<file path="config.mk">
export PLATFORM = sky130hd
export DESIGN_NAME = rha_ram
export DESIGN_NICKNAME = d
export VERILOG_FILES = /design/src/hw/rtl/rha_ram.sv
export SDC_FILE = /design/constraint.sdc
export NUM_CORES = 1
export LEC_CHECK = 0
export BUFFER_PORTS_ARGS = -buffer_cell sky130_fd_sc_hd__buf_4
export CAP_MARGIN = 0
export CORE_MARGIN = 4
export CORE_UTILIZATION = 60
export CTS_CLUSTER_SIZE = 12
export DETAILED_ROUTE_END_ITERATION = 8
export GPL_TIMING_DRIVEN = 0
export HOLD_SLACK_MARGIN = 0.03
export PLACE_DENSITY_LB_ADDON = 0.3
export SLEW_MARGIN = 20
export SYNTH_ARGS = -nofsm -noshare
export SYNTH_HDL_FRONTEND = slang
export SYNTH_SLANG_ARGS = --single-unit
export TNS_END_PERCENT = 1
</file>
<file path="constraint.sdc">
create_clock -name clk -period 2.2 [get_ports clk]
set_clock_uncertainty 0.15 [all_clocks]
set_input_delay 0.11 -clock clk [delete_from_list [all_inputs] [get_ports clk]]
set_output_delay 0.11 -clock clk [all_outputs]
set_load 0.02 [all_outputs]
</file>
<file path="src/hw/rtl/rha_ram.sv">
module rha_ram #(
  parameter int WIDTH = 8,
  parameter int DEPTH = 16
) (
  input  logic                     clk,
  input  logic                     we,
  input  logic [$clog2(DEPTH)-1:0] waddr,
  input  logic [WIDTH-1:0]         wdata,
  input  logic                     re,
  input  logic [$clog2(DEPTH)-1:0] raddr,
  output logic [WIDTH-1:0]         rdata
);

  logic [WIDTH-1:0] mem [DEPTH];
  logic [WIDTH-1:0] rdata_r;

  always_ff @(posedge clk) begin
    if (we) begin
      mem[waddr] <= wdata;
    end
    if (re) begin
      rdata_r <= mem[raddr];
    end
  end

  assign rdata = rdata_r;

endmodule
</file>
==> impl_metrics.prom, run 1 <==
# TYPE chip_impl_metric gauge
chip_impl_metric{name="initial_core_util",unit=""} 0.6268
chip_impl_info{name="rsz0062_at_grt",value="no"} 1
chip_impl_metric{name="die-width",unit="µm"} 101.3
chip_impl_info{name="timing.rr.end",value="rdata[0]$_DFFE_PP_"} 1
chip_impl_info{name="setup.worst_path.class",value="input port to flop"} 1
chip_impl_metric{name="unique_cell_type_count_in_the_yosys_netlist",unit=""} 18
chip_impl_metric{name="drt_iter0_markers",unit=""} 367
chip_impl_metric{name="pre_cts_slack",unit="ns"} 0.2499
chip_impl_metric{name="antenna_left",unit=""} 0
chip_impl_metric{name="hold-path-cell-count",unit=""} 3
chip_impl_metric{name="antenna_found_initial",unit=""} 0
chip_impl_metric{name="number_of_setup_buffers_added_after_cts",unit=""} 0
chip_impl_metric{name="filler_cell_count",unit=""} 445
chip_impl_info{name="synth_top_area_cell",value="sky130_fd_sc_hd__edfxtp_1"} 1
chip_impl_metric{name="top_level_ports",unit=""} 27
chip_impl_info{name="cts_root_buf",value="sky130_fd_sc_hd__clkbuf_8"} 1
chip_impl_info{name="timing.critical_path.to_type",value="flop"} 1
chip_impl_metric{name="finalHoldViolations",unit=""} 0
chip_impl_metric{name="portBuffers",unit=""} 25
chip_impl_metric{name="route.detailed.drc",unit=""} 0
chip_impl_metric{name="power_density",unit="nW/µm²"} 1013
chip_impl_metric{name="clk_transition_reported_paths",unit="ns"} 0.06
chip_impl_metric{name="synth.avg_cell_area",unit="µm²"} 22.83
chip_impl_info{name="most_instantiated_cells_after_synthesis",value="136 x sky130_fd_sc_hd__edfxtp_1, 18 x sky130_fd_sc_hd__mux4_2, 16 x sky130_fd_sc_hd__a22oi_1"} 1
chip_impl_metric{name="gr-total-overflow",unit=""} 0
chip_impl_metric{name="num_rows",unit=""} 33
chip_impl_metric{name="maxcap_violations",unit=""} 0
chip_impl_metric{name="floorplan.core_area",unit="µm²"} 8341
chip_impl_metric{name="fin_hold_ws",unit="ns"} 0.06110
chip_impl_metric{name="detailedRoute.firstPassIterationCount",unit=""} 5
chip_impl_metric{name="final-setup-viol-count",unit=""} 0
chip_impl_metric{name="vdd.ir_drop.worst",unit="mV"} 0.6261
chip_impl_metric{name="layout.area.seq",unit="µm²"} 4084
chip_impl_metric{name="ys_warn_count",unit=""} 0
chip_impl_metric{name="grt_util_all_layers",unit=""} 0.2287
chip_impl_metric{name="gpl.final_weighted_congestion",unit=""} 0.7011
chip_impl_metric{name="multi_input_combinational_cell_area",unit="µm²"} 1077
chip_impl_info{name="status",value="completed"} 1
chip_impl_info{name="worst_r2r_startpoint",value="mem[5][0]$_DFFE_PP_"} 1
chip_impl_metric{name="placed_wire_length_estimate",unit="µm"} 6263
chip_impl_metric{name="cts_made_buffers",unit=""} 17
chip_impl_metric{name="worst_slew_slack_as_a_fraction_of_its_limit",unit=""} 0.4326
chip_impl_metric{name="post_synth_instance_area",unit="µm²"} 5228
chip_impl_metric{name="m1WireLength",unit="µm"} 4208
chip_impl_metric{name="layout_min_cycle_time",unit="ns"} 1.875
chip_impl_metric{name="crit_arrival",unit="ns"} 1.89
chip_impl_metric{name="ys_async_sr_fraction",unit=""} 0
chip_impl_metric{name="routed_wl",unit="µm"} 10590
chip_impl_metric{name="achievable-frequency",unit="MHz"} 533.4
chip_impl_info{name="crit_path_start_kind",value="input port"} 1
chip_impl_metric{name="worstSkewPairLatency",unit="ns"} 0.51
chip_impl_metric{name="setup.reg_to_reg.worst_slack",unit="ns"} 0.45
chip_impl_metric{name="grt_pass1_vias",unit=""} 2627
chip_impl_metric{name="static-leakage-power",unit="µW"} 0.002149
chip_impl_metric{name="final_critical_path_setup_slack",unit="ns"} 0.3254
chip_impl_metric{name="clockBufferDepth",unit=""} 2
chip_impl_metric{name="yosysTopAreaCellShare",unit=""} 0.7812
chip_impl_metric{name="synth.net_count",unit=""} 248
chip_impl_metric{name="wl_met2",unit="µm"} 5298
chip_impl_info{name="hold_class",value="input port to flop"} 1
chip_impl_info{name="postSynth.topFlopCell",value="sky130_fd_sc_hd__edfxtp_1"} 1
chip_impl_metric{name="maxSlewViolCount",unit=""} 0
chip_impl_info{name="cts_tree",value="built"} 1
chip_impl_info{name="top_signal_layer_used",value="met4"} 1
chip_impl_info{name="top_cells_by_area_synth",value="sky130_fd_sc_hd__edfxtp_1 78%, sky130_fd_sc_hd__mux4_2 7.8%, sky130_fd_sc_hd__mux4_1 7.0%"} 1
chip_impl_metric{name="synthesis.instances",unit=""} 229
chip_impl_metric{name="htreeDepth",unit=""} 4
chip_impl_metric{name="synth.yosys.seq_area_share",unit=""} 0.7812
chip_impl_info{name="worst_hold_path.endpoint",value="mem[0][5]$_DFFE_PP_"} 1
chip_impl_metric{name="cp_max_fo",unit=""} 8
chip_impl_metric{name="avgViaCountPerCell",unit=""} 6.440
chip_impl_metric{name="die_y",unit="µm"} 101.3
chip_impl_metric{name="ant_cells",unit=""} 0
chip_impl_metric{name="ys_ff_latch",unit=""} 136
chip_impl_metric{name="nets",unit=""} 304
chip_impl_info{name="yosys.cell_count.top_type",value="sky130_fd_sc_hd__edfxtp_1"} 1
chip_impl_info{name="hold_path.startpoint",value="waddr[3]"} 1
chip_impl_metric{name="final_layout_size_suffix_gt1_frac",unit=""} 0.2963
chip_impl_metric{name="worst_reg2reg_path_length_in_cells",unit=""} 3
chip_impl_metric{name="met3WireLength",unit="µm"} 901
chip_impl_metric{name="clkSinkCount",unit=""} 136
chip_impl_metric{name="worst_slew_pin_slew",unit="ns"} 0.8479
chip_impl_metric{name="largest_net_degree_at_the_start_of_global_routing",unit=""} 17
chip_impl_metric{name="min_period_over_period",unit=""} 0.8521
chip_impl_metric{name="route.vias.total",unit=""} 2589
chip_impl_metric{name="grt_first_pass_wirelength",unit="µm"} 16080
chip_impl_metric{name="dieArea",unit="µm²"} 10270
chip_impl_metric{name="synthToLayoutAreaGrowth",unit="%"} 21.59
chip_impl_metric{name="timing.critical_path.required",unit="ns"} 2.21
chip_impl_metric{name="number_of_flops_mapped_to_enable_cells_by_yosys",unit=""} 136
chip_impl_metric{name="wl_per_cell",unit="µm"} 26.35
-- registers in the layout (all words and copies together), names as in the netlist --
signal and cells:
mem 128, rdata 8
-- stage by stage --
step	util	std cells	area (µm²)	power (µW)	TNS (ns)
finish	0.7621	402	6356	6442	0
global route	0.7621	402	6356	6610	0
CTS	0.7621	402	6356	6457	0
detailed placement	0.6674	359	5567	3292	0
global placement	0.6650	359	5547	3273	-0.7286
floorplan	-	229	5228	3148	0
-- routing by layer --
metal	up-vias	global-route usage
met5	-	0
li1	1089	-
met4	0	0.07566
met1	1310	0.3277
met2	174	0.3526
met3	16	0.05854
-- what timing repair did --
item,4_1_cts,5_1_grt
hold buffers,12,0
hold endpoints to repair,168,0
endpoints found under the setup margin,0,0
resized for setup,0,0
-- power by group --
part | internal [µW] | switching [µW] | total (µW)
sequential | 2920 | 15.7 | 2940
combinational | 142 | 182 | 324
clock | 2170 | 1010 | 3180
total | 5240 | 1210 | 6440
-- logic make-up after synthesis --
| kind of cell | after synthesis | synth area share |
|---|---|---|
| mux | 32 | 0.1479 |
| flops | 136 | 0.7812 |
| compound gates | 16 | 0.02298 |
| simple gates | 35 | 0.03136 |
| buf+inv | 10 | 0.01651 |
-- worst max-delay path: stages --
cell,delay [ns]
sky130_fd_sc_hd__dlygate4sd3_1,0.53
sky130_fd_sc_hd__buf_4,0.18
sky130_fd_sc_hd__nor3_2,0.22
sky130_fd_sc_hd__dlygate4sd3_1,0.84
-- final cells by class --
cell class,count,share of cell area
clock inverters,13,0.03957
plain buffers,10,0.01358
clock buffers,18,0.06575
repair buffers,37,0.04843
multi-input cells,83,0.1695
flip-flops and latches,136,0.6425
well taps,105,0.02067
-- placed cells by master (no fill, tap or decap), types with 2 or more instances in the layout --
| master | Yosys | routed |
|---|---|---|
| sky130_fd_sc_hd__clkbuf_16 | 0 | 16 |
| sky130_fd_sc_hd__mux4_2 | 18 | 18 |
| sky130_fd_sc_hd__a22oi_1 | 16 | 16 |
| sky130_fd_sc_hd__nand2b_1 | 2 | 2 |
| sky130_fd_sc_hd__bufinv_16 | 0 | 7 |
| sky130_fd_sc_hd__clkinv_2 | 0 | 2 |
| sky130_fd_sc_hd__mux4_1 | 14 | 14 |
| sky130_fd_sc_hd__nand3b_1 | 2 | 2 |
| sky130_fd_sc_hd__buf_2 | 3 | 3 |
| sky130_fd_sc_hd__clkdlybuf4s25_2 | 3 | 3 |
| sky130_fd_sc_hd__nor2_1 | 13 | 13 |
| sky130_fd_sc_hd__dlygate4sd3_1 | 0 | 12 |
| sky130_fd_sc_hd__clkinvlp_4 | 0 | 3 |
| sky130_fd_sc_hd__edfxtp_1 | 136 | 136 |
| sky130_fd_sc_hd__nand2_1 | 9 | 9 |
| sky130_fd_sc_hd__buf_6 | 3 | 3 |
| sky130_fd_sc_hd__buf_4 | 1 | 26 |
| sky130_fd_sc_hd__nor3_2 | 0 | 4 |
-- worst max path at each step --
| stage | startpoint | end | slack, ns | cells past startpoint |
|---|---|---|---|---|
| after CTS | waddr[1] | mem[4][0]$_DFFE_PP_ | 0.35 | 4 |
| after detailed placement | waddr[2] | mem[3][7]$_DFFE_PP_ | 0.25 | 3 |
| after global routing | waddr[1] | mem[4][6]$_DFFE_PP_ | 0.26 | 4 |
| after global placement | waddr[2] | mem[0][7]$_DFFE_PP_ | -0.09 | 3 |
| after floorplan | waddr[2] | mem[0][0]$_DFFE_PP_ | 0.45 | 2 |
| final | waddr[1] | mem[4][3]$_DFFE_PP_ | 0.33 | 4 |
Power figures use the tool's default switching activity.
==> inputs of run 2 (changes only) <==
--- a/config.mk
+++ b/config.mk
@@ -13,7 +13,7 @@
 export DETAILED_ROUTE_END_ITERATION = 8
 export GPL_TIMING_DRIVEN = 0
 export HOLD_SLACK_MARGIN = 0.03
-export PLACE_DENSITY_LB_ADDON = 0.3
+export PLACE_DENSITY = 0.85
 export SLEW_MARGIN = 20
 export SYNTH_ARGS = -nofsm -noshare
 export SYNTH_HDL_FRONTEND = slang
==> run 2 against run 1 <==
- wire length rose by 4.4%
- sequential power barely moved
- first-iteration DRC count fell by 31%
- largest power group is now registers
- largest cell class unchanged
- worst hold slack improved by 0.030 ns
- global-route usage rose by 0.53 points
- critical path type unchanged
==> impl_metrics.prom, run 2 (synthesis results as in run 1) <==
# TYPE chip_impl_metric gauge
chip_impl_metric{name="nets",unit=""} 308
chip_impl_metric{name="placed_instance_count",unit=""} 359
chip_impl_metric{name="portBuffers",unit=""} 25
chip_impl_info{name="most_common_cell_after_layout_fill_and_taps_aside",value="sky130_fd_sc_hd__edfxtp_1"} 1
chip_impl_metric{name="utilization",unit=""} 0.7495
chip_impl_metric{name="htreeDepth",unit=""} 4
chip_impl_info{name="timing.rr.end",value="rdata[2]$_DFFE_PP_"} 1
chip_impl_info{name="worst_hold_path.endpoint",value="rdata[0]$_DFFE_PP_"} 1
chip_impl_metric{name="grt_first_pass_wirelength",unit="µm"} 16640
chip_impl_info{name="worst_path_dominant_cell_family",value="buffers and inverters"} 1
chip_impl_metric{name="antenna_left",unit=""} 0
chip_impl_metric{name="worst_reg2reg_path_length_in_cells",unit=""} 3
chip_impl_info{name="status",value="completed"} 1
chip_impl_metric{name="avgViaCountPerCell",unit=""} 6.602
chip_impl_metric{name="layout_min_cycle_time",unit="ns"} 1.846
chip_impl_info{name="timing.critical_path.to_type",value="flop"} 1
chip_impl_metric{name="clockBufferDepth",unit=""} 2
chip_impl_metric{name="grt_use_met1",unit=""} 0.3380
chip_impl_metric{name="achievable-frequency",unit="MHz"} 541.7
chip_impl_metric{name="ant_cells",unit=""} 0
chip_impl_metric{name="setup.reg_to_reg.worst_slack",unit="ns"} 0.39
chip_impl_metric{name="detailedRoute.firstPassIterationCount",unit=""} 5
chip_impl_metric{name="crit_arrival",unit="ns"} 1.91
chip_impl_metric{name="cts_hold_buffers",unit=""} 13
chip_impl_metric{name="slowest_delay",unit="ns"} 0.61
chip_impl_metric{name="number_of_setup_buffers_added_after_cts",unit=""} 0
chip_impl_metric{name="vdd.ir_drop.worst",unit="mV"} 0.6030
chip_impl_metric{name="num_rows",unit=""} 33
chip_impl_metric{name="grtUsageMet3",unit=""} 0.06405
chip_impl_metric{name="worst_slew_pin_slew",unit="ns"} 0.8420
chip_impl_info{name="registers.top_by_ff_count",value="mem"} 1
chip_impl_info{name="setup.worst_path.class",value="input port to flop"} 1
chip_impl_metric{name="final_layout_size_suffix_gt1_frac",unit=""} 0.2881
chip_impl_metric{name="post_cts_resize_count",unit=""} 0
chip_impl_metric{name="gpl.final_weighted_congestion",unit=""} 0.7416
chip_impl_metric{name="worstSkewPairLatency",unit="ns"} 0.51
chip_impl_info{name="hold_class",value="input port to flop"} 1
chip_impl_info{name="timing.critical_path.cells",value="buf_4 > dlygate4sd3_1 > nand3_1 > dlygate4sd3_1 > nor3_2 > buf_4"} 1
chip_impl_metric{name="critical_path_buf_inv_count",unit=""} 4
chip_impl_metric{name="worst_slew_slack_as_a_fraction_of_its_limit",unit=""} 0.4366
chip_impl_info{name="hold_path.startpoint",value="raddr[0]"} 1
chip_impl_metric{name="min_period_over_period",unit=""} 0.8392
chip_impl_info{name="cts_root_buf",value="sky130_fd_sc_hd__clkbuf_8"} 1
chip_impl_metric{name="top_level_ports",unit=""} 27
chip_impl_metric{name="flip_flop_count_of_the_largest_register_all_copies_and_words_added",unit=""} 128
chip_impl_metric{name="antenna_found_initial",unit=""} 0
chip_impl_info{name="cts_tree",value="built"} 1
chip_impl_metric{name="cts_made_buffers",unit=""} 17
chip_impl_metric{name="grt_pass1_vias",unit=""} 2676
chip_impl_metric{name="cp_max_fo",unit=""} 7
chip_impl_metric{name="power_density",unit="nW/µm²"} 927.0
chip_impl_metric{name="hold-path-cell-count",unit=""} 4
chip_impl_metric{name="clk_transition_reported_paths",unit="ns"} 0.06
chip_impl_metric{name="placed_wire_length_estimate",unit="µm"} 6084
chip_impl_metric{name="final-setup-viol-count",unit=""} 0
chip_impl_metric{name="gr-total-overflow",unit=""} 0
chip_impl_metric{name="initial_core_util",unit=""} 0.6268
chip_impl_metric{name="maxcap_violations",unit=""} 0
chip_impl_metric{name="fin_hold_ws",unit="ns"} 0.09086
chip_impl_metric{name="finalHoldViolations",unit=""} 0
chip_impl_metric{name="maxSlewViolCount",unit=""} 0
chip_impl_metric{name="grt_util_all_layers",unit=""} 0.2340
chip_impl_metric{name="static-leakage-power",unit="µW"} 0.002098
chip_impl_info{name="global_route.peak_usage_layer",value="met2"} 1
chip_impl_metric{name="grt_util_met2",unit=""} 0.3451
chip_impl_metric{name="fin_tns_setup",unit="ns"} 0
chip_impl_metric{name="timing.critical_path.required",unit="ns"} 2.26
chip_impl_info{name="rsz0062_at_grt",value="no"} 1
chip_impl_metric{name="route.detailed.drc",unit=""} 0
chip_impl_info{name="layout.cells.most_common_list",value="136 x sky130_fd_sc_hd__edfxtp_1, 27 x sky130_fd_sc_hd__buf_4, 18 x sky130_fd_sc_hd__mux4_2"} 1
chip_impl_metric{name="routed_wl",unit="µm"} 11060
chip_impl_info{name="worst_r2r_startpoint",value="mem[5][2]$_DFFE_PP_"} 1
chip_impl_metric{name="die_y",unit="µm"} 101.3
chip_impl_metric{name="route.vias.total",unit=""} 2687
chip_impl_metric{name="stdcell_count",unit=""} 407
chip_impl_info{name="slowest_stage",value="sky130_fd_sc_hd__dlygate4sd3_1"} 1
chip_impl_metric{name="total_power",unit="µW"} 5794
chip_impl_metric{name="floorplan.core_area",unit="µm²"} 8341
chip_impl_metric{name="clkSinkCount",unit=""} 136
chip_impl_info{name="crit_path_start_kind",value="input port"} 1
chip_impl_metric{name="dieArea",unit="µm²"} 10270
chip_impl_metric{name="drt_iter0_markers",unit=""} 253
chip_impl_metric{name="die-width",unit="µm"} 101.3
chip_impl_metric{name="largest_net_degree_at_the_start_of_global_routing",unit=""} 17
chip_impl_metric{name="synthToLayoutAreaGrowth",unit="%"} 19.58
chip_impl_metric{name="wl_per_cell",unit="µm"} 27.16
-- run 2: changes by cell type in the layout (fill, tap and decap cells not counted), sizes merged --
cell | before | now
bufinv | 7 | 1
clkinv | 3 | 8
dlygate4sd3 | 12 | 15
buf | 32 | 33
clkinvlp | 3 | 4
inv | 0 | 1
-- run 2: metrics by stage --
stage                     area (µm²)  setup WS, ns
after CTS                       6213        0.2583
after global routing            6251        0.3423
after global placement          5547      -0.05044
after detailed placement        5557        0.1828
after floorplan                 5228        0.4471
final                           6251        0.3539
-- run 2: power by group --
group	internal, µW	switching, µW
combinational	146	187
clock	1480	1050
sequential	2920	16.7
total	4540	1250
-- run 2: cell type report --
class,count,area (µm²)
Sequential cell,136,4084
Buffer,10,86.33
Clock inverter,14,108.9
Fill cell,442,2090
Clock buffer,18,417.9
Timing Repair Buffer,41,345.3
Tap cell,105,131.4
Multi-Input combinational cell,83,1077
-- run 2: worst max-delay path by stage --
stage / to / cells after the start / start / slack (ns)
floorplan: mem[0][0]$_DFFE_PP_ / 2 / waddr[2] / 0.45
global placement: mem[0][0]$_DFFE_PP_ / 3 / waddr[2] / -0.05
detailed placement: mem[12][2]$_DFFE_PP_ / 3 / we / 0.18
CTS: mem[12][2]$_DFFE_PP_ / 3 / waddr[1] / 0.26
global route: mem[12][4]$_DFFE_PP_ / 6 / waddr[2] / 0.34
finish: mem[12][2]$_DFFE_PP_ / 6 / waddr[2] / 0.35
-- run 2: per-layer routing --
metal | vias up | share of wire
li1 | 1104 | -
met4 | 0 | 0.026
met2 | 197 | 0.48
met5 | - | 0
met3 | 27 | 0.094
met1 | 1359 | 0.40
-- run 2: worst reg2reg max path: stages, from the launching register on --
cell and delay [ns]:
sky130_fd_sc_hd__edfxtp_1 0.42, sky130_fd_sc_hd__mux4_1 0.63, sky130_fd_sc_hd__a22oi_1 0.27, sky130_fd_sc_hd__nand2_1 0.09
==> inputs of run 3 (changes only) <==
--- a/config.mk
+++ b/config.mk
@@ -8,12 +8,12 @@
 export BUFFER_PORTS_ARGS = -buffer_cell sky130_fd_sc_hd__buf_4
 export CAP_MARGIN = 0
 export CORE_MARGIN = 4
-export CORE_UTILIZATION = 60
+export CORE_UTILIZATION = 54
 export CTS_CLUSTER_SIZE = 12
 export DETAILED_ROUTE_END_ITERATION = 8
 export GPL_TIMING_DRIVEN = 0
 export HOLD_SLACK_MARGIN = 0.03
-export PLACE_DENSITY = 0.85
+export PLACE_DENSITY = 0.81
 export SLEW_MARGIN = 20
 export SYNTH_ARGS = -nofsm -noshare
 export SYNTH_HDL_FRONTEND = slang
==> constraint.sdc (replaced) <==
create_clock -name clk -period 1.6 [get_ports clk]
set_clock_uncertainty 0.15 [all_clocks]
set_input_delay 0.08 -clock clk [delete_from_list [all_inputs] [get_ports clk]]
set_output_delay 0.08 -clock clk [all_outputs]
set_load 0.02 [all_outputs]
==> run 3 against run 2 <==
- the flow now finishes with violations (hold timing, setup timing)
- cell count up 4.9%
- count of clock-buffer cells in the layout did not move
- worst hold slack got worse by 0.23 ns
- sequential power increased by 37%
- non-clock buffer count is 4 lower
- highest routed layer unchanged
==> impl_metrics.prom, run 3 (synthesis results as in run 1) <==
# TYPE chip_impl_metric gauge
chip_impl_metric{name="htreeDepth",unit=""} 4
chip_impl_info{name="crit_path_start_kind",value="flop"} 1
chip_impl_metric{name="placed_instance_count",unit=""} 383
chip_impl_metric{name="drt_iter0_markers",unit=""} 226
chip_impl_info{name="cts_root_buf",value="sky130_fd_sc_hd__clkbuf_8"} 1
chip_impl_metric{name="final_critical_path_setup_slack",unit="ns"} -0.02477
chip_impl_metric{name="layout_min_cycle_time",unit="ns"} 1.625
chip_impl_metric{name="grtUsageMet3",unit=""} 0.05161
chip_impl_info{name="setup.worst_path.class",value="flop to flop"} 1
chip_impl_metric{name="fin_hold_ws",unit="ns"} -0.1355
chip_impl_metric{name="setup.reg_to_reg.worst_slack",unit="ns"} -0.02
chip_impl_metric{name="grt_util_met2",unit=""} 0.3127
chip_impl_metric{name="timing.critical_path.required",unit="ns"} 1.71
chip_impl_metric{name="clkSinkCount",unit=""} 136
chip_impl_metric{name="floorplan.core_area",unit="µm²"} 9328
chip_impl_metric{name="final_layout_size_suffix_gt1_frac",unit=""} 0.3423
chip_impl_metric{name="worst_reg2reg_path_length_in_cells",unit=""} 3
chip_impl_metric{name="power_density",unit="nW/µm²"} 1328
chip_impl_metric{name="vdd.ir_drop.worst",unit="mV"} 1.149
chip_impl_info{name="worst_path_dominant_cell_family",value="multiplexers"} 1
chip_impl_metric{name="critical_path_buf_inv_count",unit=""} 0
chip_impl_metric{name="nets",unit=""} 304
chip_impl_metric{name="final_cell_area",unit="µm²"} 6317
chip_impl_info{name="global_route.peak_usage_layer",value="met2"} 1
chip_impl_metric{name="static-leakage-power",unit="µW"} 0.002078
chip_impl_metric{name="ant_cells",unit=""} 0
chip_impl_info{name="timing.critical_path.cells",value="mux4_2 > a22oi_2 > nand2_1"} 1
chip_impl_metric{name="cts_hold_buffers",unit=""} 12
chip_impl_metric{name="maxcap_violations",unit=""} 0
chip_impl_metric{name="flip_flop_count_of_the_largest_register_all_copies_and_words_added",unit=""} 128
chip_impl_metric{name="clock_power_share",unit=""} 0.464
chip_impl_metric{name="route.vias.total",unit=""} 2513
chip_impl_info{name="worst_setup_path_endpoint",value="rdata[0]$_DFFE_PP_"} 1
chip_impl_metric{name="achievable-frequency",unit="MHz"} 615.5
chip_impl_metric{name="num_rows",unit=""} 35
chip_impl_info{name="status",value="finished with violations"} 1
chip_impl_info{name="violations",value="hold timing, setup timing"} 1
chip_impl_metric{name="slowest_delay",unit="ns"} 0.49
chip_impl_info{name="layout.cells.most_common_list",value="136 x sky130_fd_sc_hd__edfxtp_1, 27 x sky130_fd_sc_hd__mux4_2, 26 x sky130_fd_sc_hd__buf_4"} 1
chip_impl_metric{name="timing.critical_path.depth",unit=""} 3
chip_impl_metric{name="grt_pass1_vias",unit=""} 2639
chip_impl_metric{name="min_period_over_period",unit=""} 1.015
chip_impl_info{name="rsz0062_at_grt",value="yes"} 1
chip_impl_metric{name="grt_use_met1",unit=""} 0.2618
chip_impl_metric{name="avgViaCountPerCell",unit=""} 5.885
chip_impl_metric{name="clk_transition_reported_paths",unit="ns"} 0.06
chip_impl_metric{name="filler_cell_count",unit=""} 564
chip_impl_metric{name="swShare",unit=""} 0.1980
chip_impl_metric{name="worstSkewPairLatency",unit="ns"} 0.52
chip_impl_metric{name="antenna_found_initial",unit=""} 0
chip_impl_metric{name="maxSlewViolCount",unit=""} 0
chip_impl_metric{name="worst_slew_slack_as_a_fraction_of_its_limit",unit=""} 0.4184
chip_impl_metric{name="stdcell_count",unit=""} 427
chip_impl_metric{name="worst_slew_pin_slew",unit="ns"} 0.8692
chip_impl_metric{name="total_power",unit="µW"} 8389
chip_impl_info{name="timing.critical_path.to_type",value="flop"} 1
chip_impl_metric{name="placed_wire_length_estimate",unit="µm"} 6137
chip_impl_metric{name="largest_net_degree_at_the_start_of_global_routing",unit=""} 17
chip_impl_metric{name="share_seq_of_total_power",unit=""} 0.481
chip_impl_metric{name="gpl.final_weighted_congestion",unit=""} 0.7440
chip_impl_metric{name="final-setup-viol-count",unit=""} 1
chip_impl_metric{name="net-switching-power",unit="µW"} 1661
chip_impl_info{name="cts_tree",value="built"} 1
chip_impl_metric{name="grt_first_pass_wirelength",unit="µm"} 15390
chip_impl_metric{name="route.detailed.drc",unit=""} 0
chip_impl_metric{name="synthToLayoutAreaGrowth",unit="%"} 20.85
chip_impl_info{name="timing.rr.end",value="rdata[0]$_DFFE_PP_"} 1
chip_impl_info{name="most_common_cell_after_layout_fill_and_taps_aside",value="sky130_fd_sc_hd__edfxtp_1"} 1
chip_impl_metric{name="clockBufferDepth",unit=""} 2
chip_impl_info{name="registers.top_by_ff_count",value="mem"} 1
chip_impl_metric{name="portBuffers",unit=""} 25
chip_impl_metric{name="finalHoldViolations",unit=""} 32
chip_impl_metric{name="routed_wl",unit="µm"} 10090
chip_impl_metric{name="cp_max_fo",unit=""} 1
chip_impl_metric{name="top_level_ports",unit=""} 27
chip_impl_metric{name="detailedRoute.firstPassIterationCount",unit=""} 4
chip_impl_metric{name="die-width",unit="µm"} 106.4
chip_impl_metric{name="die_y",unit="µm"} 106.4
chip_impl_metric{name="grt_util_all_layers",unit=""} 0.1964
chip_impl_metric{name="crit_arrival",unit="ns"} 1.73
chip_impl_metric{name="cellInternalPower",unit="µW"} 6729
chip_impl_info{name="worst_r2r_startpoint",value="mem[0][0]$_DFFE_PP_"} 1
chip_impl_info{name="hold_class",value="input port to flop"} 1
chip_impl_metric{name="power_frac_comb",unit=""} 0.054
chip_impl_metric{name="initial_core_util",unit=""} 0.5604
chip_impl_metric{name="placement.cell_area",unit="µm²"} 5587
chip_impl_metric{name="cts_made_buffers",unit=""} 17
chip_impl_info{name="slowest_stage",value="sky130_fd_sc_hd__mux4_2"} 1
chip_impl_info{name="crit_start",value="mem[0][0]$_DFFE_PP_"} 1
chip_impl_metric{name="antenna_left",unit=""} 0
chip_impl_metric{name="dieArea",unit="µm²"} 11320
chip_impl_metric{name="number_of_setup_buffers_added_after_cts",unit=""} 0
chip_impl_metric{name="gr-total-overflow",unit=""} 0
chip_impl_metric{name="wl_per_cell",unit="µm"} 23.63
[run 3: per-stage QoR]
stage                 util  worst slack [ns]  setup TNS [ns]
finish              0.6773          -0.02477        -0.02477
global route        0.6773          -0.06082         -0.1939
CTS                 0.6770          -0.03307        -0.09514
detailed placement  0.5989           -0.3329          -17.89
global placement    0.5984           -0.3855          -16.63
floorplan                -           0.08759               0
[run 3: area by class of cell]
cell class / instances / area, µm² / area share
clock inverters: 14 / 181.4 / 0.02872
repair buffers: 37 / 307.8 / 0.04872
plain buffers: 10 / 86.33 / 0.01367
multi-input cells: 83 / 1079 / 0.1707
flip-flops and latches: 136 / 4084 / 0.6465
well taps: 129 / 161.4 / 0.02555
clock buffers: 18 / 417.9 / 0.06615
[run 3: routing by layer]
metal	share of wire	vias up	wire length, µm
met5	0	-	0
met4	0.018	0	181
met3	0.067	19	675
met2	0.50	114	5053
met1	0.41	1290	4180
li1	-	1090	-
[run 3: power groups by stage]
stage	combinational, µW	clock, µW	sequential (µW)
after floorplan	203	0	4130
after CTS	452	3910	4040
after detailed placement	416	0	4110
after global routing	492	4110	4040
after global placement	400	0	4100
final	457	3900	4040
[run 3: repair_timing]
item / in CTS / in global routing
resized for setup: 7 / 9
endpoints found under the setup margin: 5 / 7
hold endpoints to repair: 170 / 32
pin swaps: 2 / 2
[run 3: worst reg2reg max path, delay by kind of cell (launching register included)]
family / cells / cell delay (ns)
muxes: 1 / 0.49
and+or+nand+nor: 1 / 0.10
DFF: 1 / 0.40
AOI/OAI and AO/OA: 1 / 0.23
[run 3: worst min-delay path by stage]
stage,from,to,slack (ns),cells past startpoint
floorplan,wdata[0],mem[0][0]$_DFFE_PP_,0.03,0
global placement,re,rdata[3]$_DFFE_PP_,0.21,1
detailed placement,re,rdata[3]$_DFFE_PP_,0.21,1
CTS,waddr[0],mem[8][7]$_DFFE_PP_,-0.16,2
global route,waddr[1],mem[8][2]$_DFFE_PP_,-0.13,2
finish,waddr[1],mem[4][2]$_DFFE_PP_,-0.14,2
